**src/sv/psma_pkg.sv**
```systemverilog
// shared types, constants and lookup tables for the p1 stiffness matrix assembly block
// no dependencies; imported by every module of the block
package psma_pkg;

  localparam int FRAC    = 16;
  localparam int IDX_W   = 8;
  localparam int NODES   = 256;
  localparam int CNT_W   = 9;
  localparam int COORD_W = 24;
  localparam int ENTRY_W = 48;
  localparam int ADDR_W  = 2 * IDX_W;
  localparam int SUM_W   = COORD_W + 2;
  localparam int NUM_W   = SUM_W + FRAC + 1;
  localparam int DEN_W   = COORD_W + 4;
  localparam int EDGE_W  = COORD_W + 1;
  localparam int PROD_W  = 2 * EDGE_W;
  localparam int DOT_W   = PROD_W + 1;
  localparam int CHUNK_W = 17;
  localparam int PP_W    = NUM_W + CHUNK_W;
  localparam int ACC_W   = NUM_W + DOT_W;
  localparam int DIVC_W  = 6;

  localparam logic [1:0] OP_LOAD = 2'd0;
  localparam logic [1:0] OP_ELEM = 2'd1;
  localparam logic [1:0] OP_READ = 2'd2;

  localparam logic [1:0] STAT_OK    = 2'd0;
  localparam logic [1:0] STAT_INDEX = 2'd1;
  localparam logic [1:0] STAT_AREA  = 2'd2;

  localparam logic signed [ENTRY_W-1:0] ENTRY_MAX = {1'b0, {(ENTRY_W-1){1'b1}}};
  localparam logic signed [ENTRY_W-1:0] ENTRY_MIN = {1'b1, {(ENTRY_W-1){1'b0}}};

  // upper-triangle pairs of edge dot products
  localparam logic [1:0] PAIR_I [6] = '{2'd0, 2'd0, 2'd0, 2'd1, 2'd1, 2'd2};
  localparam logic [1:0] PAIR_J [6] = '{2'd0, 2'd1, 2'd2, 2'd1, 2'd2, 2'd2};

  // local entry order: row-major over a, b, c
  localparam logic [1:0] ROW_OF  [9] = '{2'd0, 2'd0, 2'd0, 2'd1, 2'd1, 2'd1, 2'd2, 2'd2, 2'd2};
  localparam logic [1:0] COL_OF  [9] = '{2'd0, 2'd1, 2'd2, 2'd0, 2'd1, 2'd2, 2'd0, 2'd1, 2'd2};
  localparam logic [2:0] PAIR_OF [9] = '{3'd0, 3'd1, 3'd2, 3'd1, 3'd3, 3'd4, 3'd2, 3'd4, 3'd5};

  typedef struct packed {
    logic        [COORD_W-1:0] coef;
    logic signed [COORD_W-1:0] y;
    logic signed [COORD_W-1:0] x;
  } node_t;

  typedef struct packed {
    logic             re;
    logic             we;
    logic [IDX_W-1:0] addr;
    node_t            wdata;
  } node_req_t;

  typedef struct packed {
    logic                      re;
    logic                      we;
    logic [ADDR_W-1:0]         addr;
    logic signed [ENTRY_W-1:0] wdata;
  } mat_req_t;

  typedef enum logic [3:0] {
    ST_IDLE,
    ST_DECODE,
    ST_NREAD,
    ST_PREP,
    ST_DIV,
    ST_KCALC,
    ST_RMW_RD,
    ST_RMW_WR,
    ST_MCLR,
    ST_DONE
  } state_e;

endpackage

```
**src/sv/psma_div.sv**
```systemverilog
// restoring divider, one quotient bit per cycle
// depends on psma_pkg
module psma_div
  import psma_pkg::*;
(
  input  logic             clk_i,
  input  logic             rst_ni,
  input  logic             start_i,
  input  logic [NUM_W-1:0] num_i,
  input  logic [DEN_W-1:0] den_i,
  output logic             done_o,
  output logic [NUM_W-1:0] quot_o
);

  logic              busy_q;
  logic              done_q;
  logic [DIVC_W-1:0] cnt_q;
  logic [NUM_W-1:0]  num_q;
  logic [NUM_W-1:0]  quot_q;
  logic [DEN_W-1:0]  den_q;
  logic [DEN_W-1:0]  rem_q;
  logic [DEN_W:0]    trial;
  logic              ge;

  assign trial = {rem_q, num_q[NUM_W-1]};
  assign ge    = trial >= {1'b0, den_q};

  always_ff @(posedge clk_i or negedge rst_ni) begin
    if (!rst_ni) begin
      busy_q <= 1'b0;
      done_q <= 1'b0;
      cnt_q  <= '0;
    end else begin
      done_q <= 1'b0;
      if (start_i) begin
        busy_q <= 1'b1;
        cnt_q  <= DIVC_W'(NUM_W - 1);
      end else if (busy_q) begin
        cnt_q <= cnt_q - DIVC_W'(1);
        if (cnt_q == '0) begin
          busy_q <= 1'b0;
          done_q <= 1'b1;
        end
      end
    end
  end

  always_ff @(posedge clk_i) begin
    if (start_i) begin
      num_q <= num_i;
      den_q <= den_i;
      rem_q <= '0;
    end else if (busy_q) begin
      num_q  <= {num_q[NUM_W-2:0], 1'b0};
      quot_q <= {quot_q[NUM_W-2:0], ge};
      rem_q  <= ge ? DEN_W'(trial - {1'b0, den_q}) : trial[DEN_W-1:0];
    end
  end

  assign done_o = done_q;
  assign quot_o = quot_q;

endmodule

```
**config.mk**
```make
export PLATFORM = sky130hd
export DESIGN_NAME = psma_div
export DESIGN_NICKNAME = d
export VERILOG_FILES = /design/src/sv/psma_pkg.sv /design/src/sv/psma_div.sv
export SDC_FILE = /design/constraint.sdc
export NUM_CORES = 1
export LEC_CHECK = 0
export BUFFER_PORTS_ARGS = -buffer_cell sky130_fd_sc_hd__buf_4
export CELL_PAD_IN_SITES_DETAIL_PLACEMENT = 0
export CELL_PAD_IN_SITES_GLOBAL_PLACEMENT = 1
export CORE_UTILIZATION = 45
export CTS_CLUSTER_DIAMETER = 60
export CTS_CLUSTER_SIZE = 14
export DETAILED_ROUTE_END_ITERATION = 10
export PLACE_DENSITY = 0.88
export SLEW_MARGIN = 25
export SYNTH_ARGS = -nofsm -noshare
export SYNTH_HDL_FRONTEND = slang
export SYNTH_SLANG_ARGS = --single-unit
export TNS_END_PERCENT = 10
```
**constraint.sdc**
```tcl
create_clock -name clk_i -period 3.13 [get_ports clk_i]
set_input_delay 0.313 -clock clk_i [delete_from_list [all_inputs] [get_ports clk_i]]
set_output_delay 0.313 -clock clk_i [all_outputs]
set_load 0.01 [all_outputs]
```
# Word level (Yosys, flattened, before mapping)
# Cells that the tools add are included.
# op_classes
addsub	2
mul	0
div	0
magnitude_cmp	1
n_eq_ne	0
shifts	0
n_mux	11
bitwise	1
reduce_logical	3
# op_table
operator	count
2-to-1 mux 43 bit	2
greater-or-equal comparator 29 x 28 -> 1 bit	1
2-to-1 mux 28 bit	1
subtractor 28 bit	1
2-to-1 mux 6 bit	2
logical NOT 6 bit	1
2-to-1 mux 1 bit	6
subtractor 6 x 1 -> 6 bit (second input constant)	1
AND reduction 2 bit	1
nonzero test 2 bit	1
NOT 1 bit	1
# totals
reg_bits	150
latchBits	0
ramBits	0
romBits	0
in_bits	74
output_inout_bits	44
elab_cells	25
n_memories	0

# Depth between registers and ports, before layout
# Gate-level depths: netlist (run 1).
# depth
depth_word	4
depth_mapped	12
mapped_depth_nobuf	10

# Worst setup path after synthesis (run 1)
# No wires, ideal clock.
# synth_timing
path_kind	input to register
from	in start_i
to	reg rem_q[19]
setup_time_ns	0.071
t_arrival_ns	2.643
required_time_ns	3.059
setup_slack_ns	0.416
path_stages	6
n_path_buf	2
cell_sequence	clkbuf_1 > nand2b_1 > inv_1 > clkbuf_1 > o221ai_1 > nand3_1
# synth_rtl
item	line_no	text
start: declaration	psma_div.sv:8	input logic start_i,
end signal: assignment	psma_div.sv:56	rem_q <= ge ? DEN_W'(trial - {1'b0, den_q}) : trial[DEN_W-1:0];
end: declaration	psma_div.sv:21	logic [DEN_W-1:0] rem_q;

# Final worst setup path (run 1)
# layout_timing
from	reg den_q[3]
to	reg rem_q[24]
# layout_via
elab_chain_cells	2
elab_cells_between_ends	3
classes_between	1 x add/sub; 1 x order compare; 1 x mux
# layout_rtl
item	line_no	text
start: declaration	psma_div.sv:20	logic [DEN_W-1:0] den_q;
start signal: assignment	psma_div.sv:51	den_q <= den_i;
greater-or-equal comparator 29 x 28 -> 1 bit	psma_div.sv:26	assign ge = trial >= {1'b0, den_q};
named net ge	psma_div.sv:23	logic ge;
2-to-1 mux 28 bit	psma_div.sv:56	
# The timed path passes the listed nets, and every way through them passes these cells.
# A chain may end at the register's enable or synchronous reset.

==> results of run 1 <==
==> final cells by class <==
cell class / count / share of cell area, %
well taps: 216 / 2.92
clock inverters: 15 / 1.70
multi-input cells: 418 / 32.4
flip-flops and latches: 150 / 45.2
repair buffers: 141 / 11.5
inverters: 42 / 1.70
clock buffers: 17 / 4.60
==> sequential cells by signal, indices dropped and copies added, names as in the netlist <==
register,flops
busy_q,1
cnt_q,6
den_q,28
done_o,1
num_q,43
quot_o,43
rem_q,28
==> worst max-delay path: stages (launching register included) <==
cell and delay, ps:
edfxtp_1 320, inv_1 50, ha_1 380, a211o_1 330
nor3_2 220, a2111oi_2 150, or3_4 420, and4_4 290
nor2_2 230, inv_1 180, o311a_1 320
==> metal layers <==
metal	global-route usage, %	vias up	part of all wire [%]
met5	0	-	0
met4	6.56	0	1.8
met3	5.50	29	6.4
met2	32.0	199	47
met1	27.5	2646	45
li1	-	2697	-
==> power by group through the flow <==
stage	logic [mW]	clock network, mW	registers, mW
2_1_floorplan	0.448	0	2.41
3_3_place_gp	0.710	0	2.41
3_5_place_dp	0.726	0	2.42
4_1_cts	0.734	2.04	2.38
5_1_grt	0.816	2.12	2.39
6_report	0.740	2.01	2.38
==> worst min-delay path by stage <==
stage,from,to,slack (ps),depth (start not counted)
after floorplan,rst_ni,busy_q,20,0
after global placement,rst_ni,done_o,130,1
after detailed placement,rst_ni,done_o,140,1
after CTS,den_i[8],den_q[8],40,1
after global routing,den_i[5],den_q[5],40,1
final,den_i[8],den_q[8],50,1
==> through the flow <==
stage	util [%]	cells	hold WS, ps	worst slack [ps]	setup TNS [ps]
after floorplan	-	644	17.4	416	0
after global placement	53.8	964	131	211	0
after detailed placement	53.8	964	136	170	0
after CTS	57.5	997	40.8	141	0
after global routing	57.6	999	40.6	-12.4	-45.3
final	57.6	999	51.9	128	0
==> cells in the final DEF (no fill, tap or decap), drive strengths merged, types with 9 or more instances in the layout <==
cell      n
a311oi   12
xnor2    13
nand2b    9
nand3    20
ha       30
a21o     11
buf     140
o21a     10
inv      51
nor2     44
o211ai    9
edfxtp  114
clkbuf   17
a21oi    26
nor3     17
nand2    33
mux2     42
nand4     9
dfxtp    28
o21ai    35
==> logic make-up (layout without fill, tap and decap cells) <==
logic type | after synthesis | in the layout | synth area share, %
adders and majority gates | 31 | 31 | 5.29
and+or+nand+nor | 167 | 167 | 11.2
xor gates and xnor gates | 21 | 21 | 2.46
AOI/OAI and AO/OA | 155 | 155 | 14.5
muxes | 44 | 44 | 6.60
DFF | 150 | 150 | 56.0
buffers and inverters | 76 | 215 | 4.03
==> timing repair <==
item                       4_1_cts  5_1_grt
buffers inserted                 0        2
hold endpoints to repair         8        0
resized for setup                0        2
hold buffers                     1        0
setup endpoints to repair        0       19
==> flow_metrics.py, run 1 <==
metrics = {
    "place": {
        "dp_hpwl_um": 12100,
        "post_dp_cell_area_um2": 8640,
        "gp_congestion": 0.896,
        "port_buffers": 117,
    },
    "die": {
        "coreArea_um2": 16100,
        "core.rowCount": 46,
        "die_area_um2": 17100,
        "initial_core_util_pct": 46.5,
        "die_h_um": 131,
        "chipWidth_um": 131,
        "ios": 118,
    },
    "yosys": {
        "ys_ff_latch": 150,
        "synth_area_leaders": "edfxtp_1 46%, dfxtp_1 7.5%, mux2_2 6.3%",
        "synthMostInstantiatedCell": "edfxtp_1",
        "syn_area_um2": 7470,
        "netlist_top_cells_count": "114 x edfxtp_1, 43 x nor2_1, 42 x inv_1, 42 x mux2_2, 35 x o21ai_0",
        "synthDistinctLibCells": 65,
        "synth_top_cell_by_area": "edfxtp_1",
        "synth.yosys.seq_area_share_pct": 56.0,
        "synth_edf_count": 114,
        "synth_nets": 749,
        "async_reset_ff_share_pct": 5.33,
        "syn_avg_cell_area_um2": 11.6,
        "yosysWarnings": 0,
        "synth_top_cell_area_share_pct": 45.8,
        "syn_inst": 644,
        "synthFlopType": "edfxtp_1",
    },
    "route": {
        "avgViaCountPerCell": 5.58,
        "wl_per_cell_um": 17.2,
        "drtAntennaViolNets": 0,
        "drt_pass1_iterations": 5,
        "drc": 0,
        "drt-initial-drc-count": 440,
        "wl_um": 17200,
        "num_vias": 5571,
    },
    "global_route": {
        "grt_pass1_wl_um": 26600,
        "grtUsageTotal_pct": 20.4,
        "antenna_found_initial": 0,
        "grt_max_degree": 57,
        "first_global_vias": 5272,
        "gr-total-overflow": 0,
    },
    "critical_path": {
        "worst_setup_path_end_kind": "register",
        "r2r_end": "rem_q[24]",
        "critPathKind": "reg -> reg",
        "crit_required_ps": 3450,
        "arrival_ps": 3320,
        "cp-startpoint": "den_q[3]",
        "crit_end": "rem_q[24]",
        "r2r_slack_ps": 130,
        "start_kind": "register",
        "worstPathMaxFanout": 20,
        "r2r_start": "den_q[3]",
        "reg2reg_depth": 10,
    },
    "cts": {
        "ctsLongestPathBuffers": 2,
        "cts_root_buf": "clkbuf_16",
        "clkLatencyLatePin_ps": 430,
        "htree_levels": 4,
        "clkSinkCount": 150,
        "cts_made_buffers": 17,
        "clk_pin_slew_ps": 70,
        "cts_tree": "built",
    },
    "pwr": {
        "swShare_pct": 27.4,
        "p_per_area_nw_per_um2": 554,
        "power_frac_comb_pct": 14.4,
        "pwr-share-seq_pct": 46.4,
        "power.total_mw": 5.13,
        "clkPwrFrac_pct": 39.2,
        "ir_drop_mv": 0.427,
        "p_leak_nw": 3.83,
        "switchingPower_mw": 1.41,
        "p_int_mw": 3.72,
    },
    "run_status": {
        "outcome": "completed",
    },
    "sta": {
        "setup_viol": 0,
        "rsz0062_at_grt": "true",
        "tightestPinTransition_ps": 684,
        "slew_headroom_pct": 54.4,
        "period_share_pct": 95.9,
        "hold_viol": 0,
        "clock.fmax_mhz": 333,
        "drv_slew": 0,
        "fin_skew_ps": 10.9,
        "period_needed_ps": 3000,
    },
    "finish": {
        "regArea_um2": 4180,
        "multiInputGateArea_um2": 3000,
        "fillCellCount": 1364,
        "design_area_um2": 9260,
        "area_growth_pct": 23.8,
        "antenna_cells": 0,
        "drive_gt1_share_pct": 29.0,
        "num-nets-final": 875,
    },
    "flow_run": {
        "drv_cap": 0,
    },
    "worst_hold_path": {
        "hold_path.class": "in -> reg",
    },
}
Note: power is estimated with default switching activity, not from simulation.
==> run 2, diff against run 1 <==
--- a/config.mk
+++ b/config.mk
@@ -8,11 +8,11 @@
 export BUFFER_PORTS_ARGS = -buffer_cell sky130_fd_sc_hd__buf_4
 export CELL_PAD_IN_SITES_DETAIL_PLACEMENT = 0
 export CELL_PAD_IN_SITES_GLOBAL_PLACEMENT = 1
-export CORE_UTILIZATION = 45
+export CORE_UTILIZATION = 41
 export CTS_CLUSTER_DIAMETER = 60
 export CTS_CLUSTER_SIZE = 14
 export DETAILED_ROUTE_END_ITERATION = 10
-export PLACE_DENSITY = 0.88
+export PLACE_DENSITY = 0.84
 export SLEW_MARGIN = 25
 export SYNTH_ARGS = -nofsm -noshare
 export SYNTH_HDL_FRONTEND = slang
==> constraint.sdc (replaced) <==
create_clock -name clk_i -period 2.7 [get_ports clk_i]
set_input_delay 0.27 -clock clk_i [delete_from_list [all_inputs] [get_ports clk_i]]
set_output_delay 0.27 -clock clk_i [all_outputs]
set_load 0.01 [all_outputs]
==> flow_metrics.py, run 2 (same netlist as run 1, synthesis figures left out) <==
metrics = {
    "finish": {
        "drive_gt1_share_pct": 35.4,
        "regArea_um2": 4180,
        "final_common_cell": "buf_4",
        "area_growth_pct": 31.7,
        "antenna_cells": 0,
        "fillCellCount": 1546,
        "fin_cells": 1051,
        "num-nets-final": 914,
        "layout_common_cells": "172 x buf_4, 114 x edfxtp_1, 42 x mux2_2, 42 x nor2_1, 40 x inv_1",
        "multiInputGateArea_um2": 3210,
    },
    "global_route": {
        "antenna_found_initial": 0,
        "gr-total-overflow": 0,
        "grtUsageTotal_pct": 19.3,
        "grt_pass1_wl_um": 27900,
        "grt_max_degree": 67,
        "first_global_vias": 5510,
    },
    "critical_path": {
        "worst_setup_path_end_kind": "register",
        "reg2reg_depth": 12,
        "start_kind": "register",
        "r2r_slack_ps": 70,
        "r2r_start": "den_q[1]",
        "critPathKind": "reg -> reg",
        "worstPathMaxFanout": 5,
        "r2r_end": "rem_q[27]",
        "crit_required_ps": 3000,
        "arrival_ps": 2930,
    },
    "route": {
        "drc": 0,
        "drtAntennaViolNets": 0,
        "drt_pass1_iterations": 5,
        "drt-initial-drc-count": 495,
        "wl_per_cell_um": 17.3,
        "avgViaCountPerCell": 5.53,
        "wl_um": 18200,
        "num_vias": 5817,
    },
    "place": {
        "gp_congestion": 0.911,
        "dp_hpwl_um": 12700,
        "port_buffers": 117,
        "place_ws_ps": -264,
        "dp.cells": 1012,
    },
    "die": {
        "core.rowCount": 49,
        "die_h_um": 137,
        "initial_core_util_pct": 41.8,
        "coreArea_um2": 17900,
        "ios": 118,
        "die_area_um2": 18800,
        "chipWidth_um": 137,
    },
    "worst_hold_path": {
        "hold_path.class": "in -> reg",
        "holdPathStages": 1,
        "hold_start": "den_i[1]",
        "min_to": "den_q[1]",
    },
    "sta": {
        "clock.fmax_mhz": 380,
        "setup_viol": 0,
        "holdWs_ps": 17.5,
        "slew_headroom_pct": 55.1,
        "hold_viol": 0,
        "timing.final.ws_setup_ps": 65.4,
        "rsz0062_at_grt": "true",
        "period_share_pct": 97.6,
        "period_needed_ps": 2630,
        "tns_ps": 0,
        "tightestPinTransition_ps": 666,
        "drv_slew": 0,
        "fin_skew_ps": 8.88,
    },
    "cts": {
        "clkLatencyLatePin_ps": 420,
        "clk_pin_slew_ps": 70,
        "ctsLongestPathBuffers": 2,
        "cts_tree": "built",
        "clkSinkCount": 150,
        "cts_made_buffers": 17,
        "cts_root_buf": "clkbuf_16",
        "htree_levels": 4,
    },
    "pwr": {
        "p_per_area_nw_per_um2": 623,
        "p_int_mw": 4.42,
        "p_leak_nw": 4.09,
        "switchingPower_mw": 1.72,
        "power_frac_comb_pct": 16.0,
        "ir_drop_mv": 0.573,
        "swShare_pct": 28.0,
        "pwr-share-seq_pct": 45.0,
        "power.total_mw": 6.14,
        "clkPwrFrac_pct": 39.0,
    },
    "run_status": {
        "outcome": "completed",
    },
    "flow_run": {
        "drv_cap": 0,
    },
}
==> run 2: cell count changes in the layout (fill, tap and decap cells not counted), moves of 3 or more <==
cell / change
buf_4: +32
ha_1: -10
ha_2: +5
ha_4: +5
buf_12: +3
==> run 2: stage by stage <==
stage,cell area [um^2],utilization (%)
floorplan,7490,-
global route,9840,55.0
global placement,8960,50.1
CTS,9610,53.7
finish,9840,55.0
detailed placement,8960,50.1
==> run 2: worst max path at each step <==
stage | to | startpoint
floorplan | rem_q[19] | den_q[3]
global placement | rem_q[11] | den_q[24]
detailed placement | rem_q[11] | den_q[26]
CTS | rem_q[11] | den_q[26]
global route | rem_q[27] | den_q[1]
finish | rem_q[27] | den_q[1]
==> run 2: area by class of cell <==
class / count / area share, %
clock buffers: 17 / 4.32
clock inverters: 15 / 1.82
inverters: 42 / 1.60
multi-input cells: 418 / 32.6
flip-flops and latches: 150 / 42.5
well taps: 229 / 2.91
repair buffers: 180 / 14.3
==> run 2: routing by layer <==
layer	global-route usage, %	up-vias	part of all wire (%)
met5	0	-	0
met4	8.30	0	2.3
met3	4.15	40	5.8
met2	30.2	217	47
met1	25.8	2796	45
li1	-	2764	-
==> run 2: critical path: stages, from the launching register on <==
cell and delay, ps:
edfxtp_1 350, inv_1 50, ha_1 300, nor2b_2 160, o211ai_1 110, buf_4 170, buf_4 140, a211oi_2 300
nor3_1 100, buf_4 170, o41ai_4 400, xnor2_1 160, o211ai_1 90
==> run 2: power by group through the flow <==
stage               combinational, mW  sequential [mW]  clock, mW
finish                          0.985             2.76       2.39
global route                     1.07             2.78       2.53
CTS                             0.917             2.76       2.44
detailed placement              0.904             2.81          0
global placement                0.886             2.80          0
floorplan                       0.522             2.80          0
==> run 2: what timing repair did <==
| action | 4_1_cts | 5_1_grt |
|---|---|---|
| resized for setup | 5 | 39 |
| hold buffers | 1 | 2 |
| setup buffers | 2 | 2 |
| endpoints found under the setup margin | 16 | 28 |
| pin swaps | 0 | 9 |
| endpoints found under the hold margin | 8 | 2 |
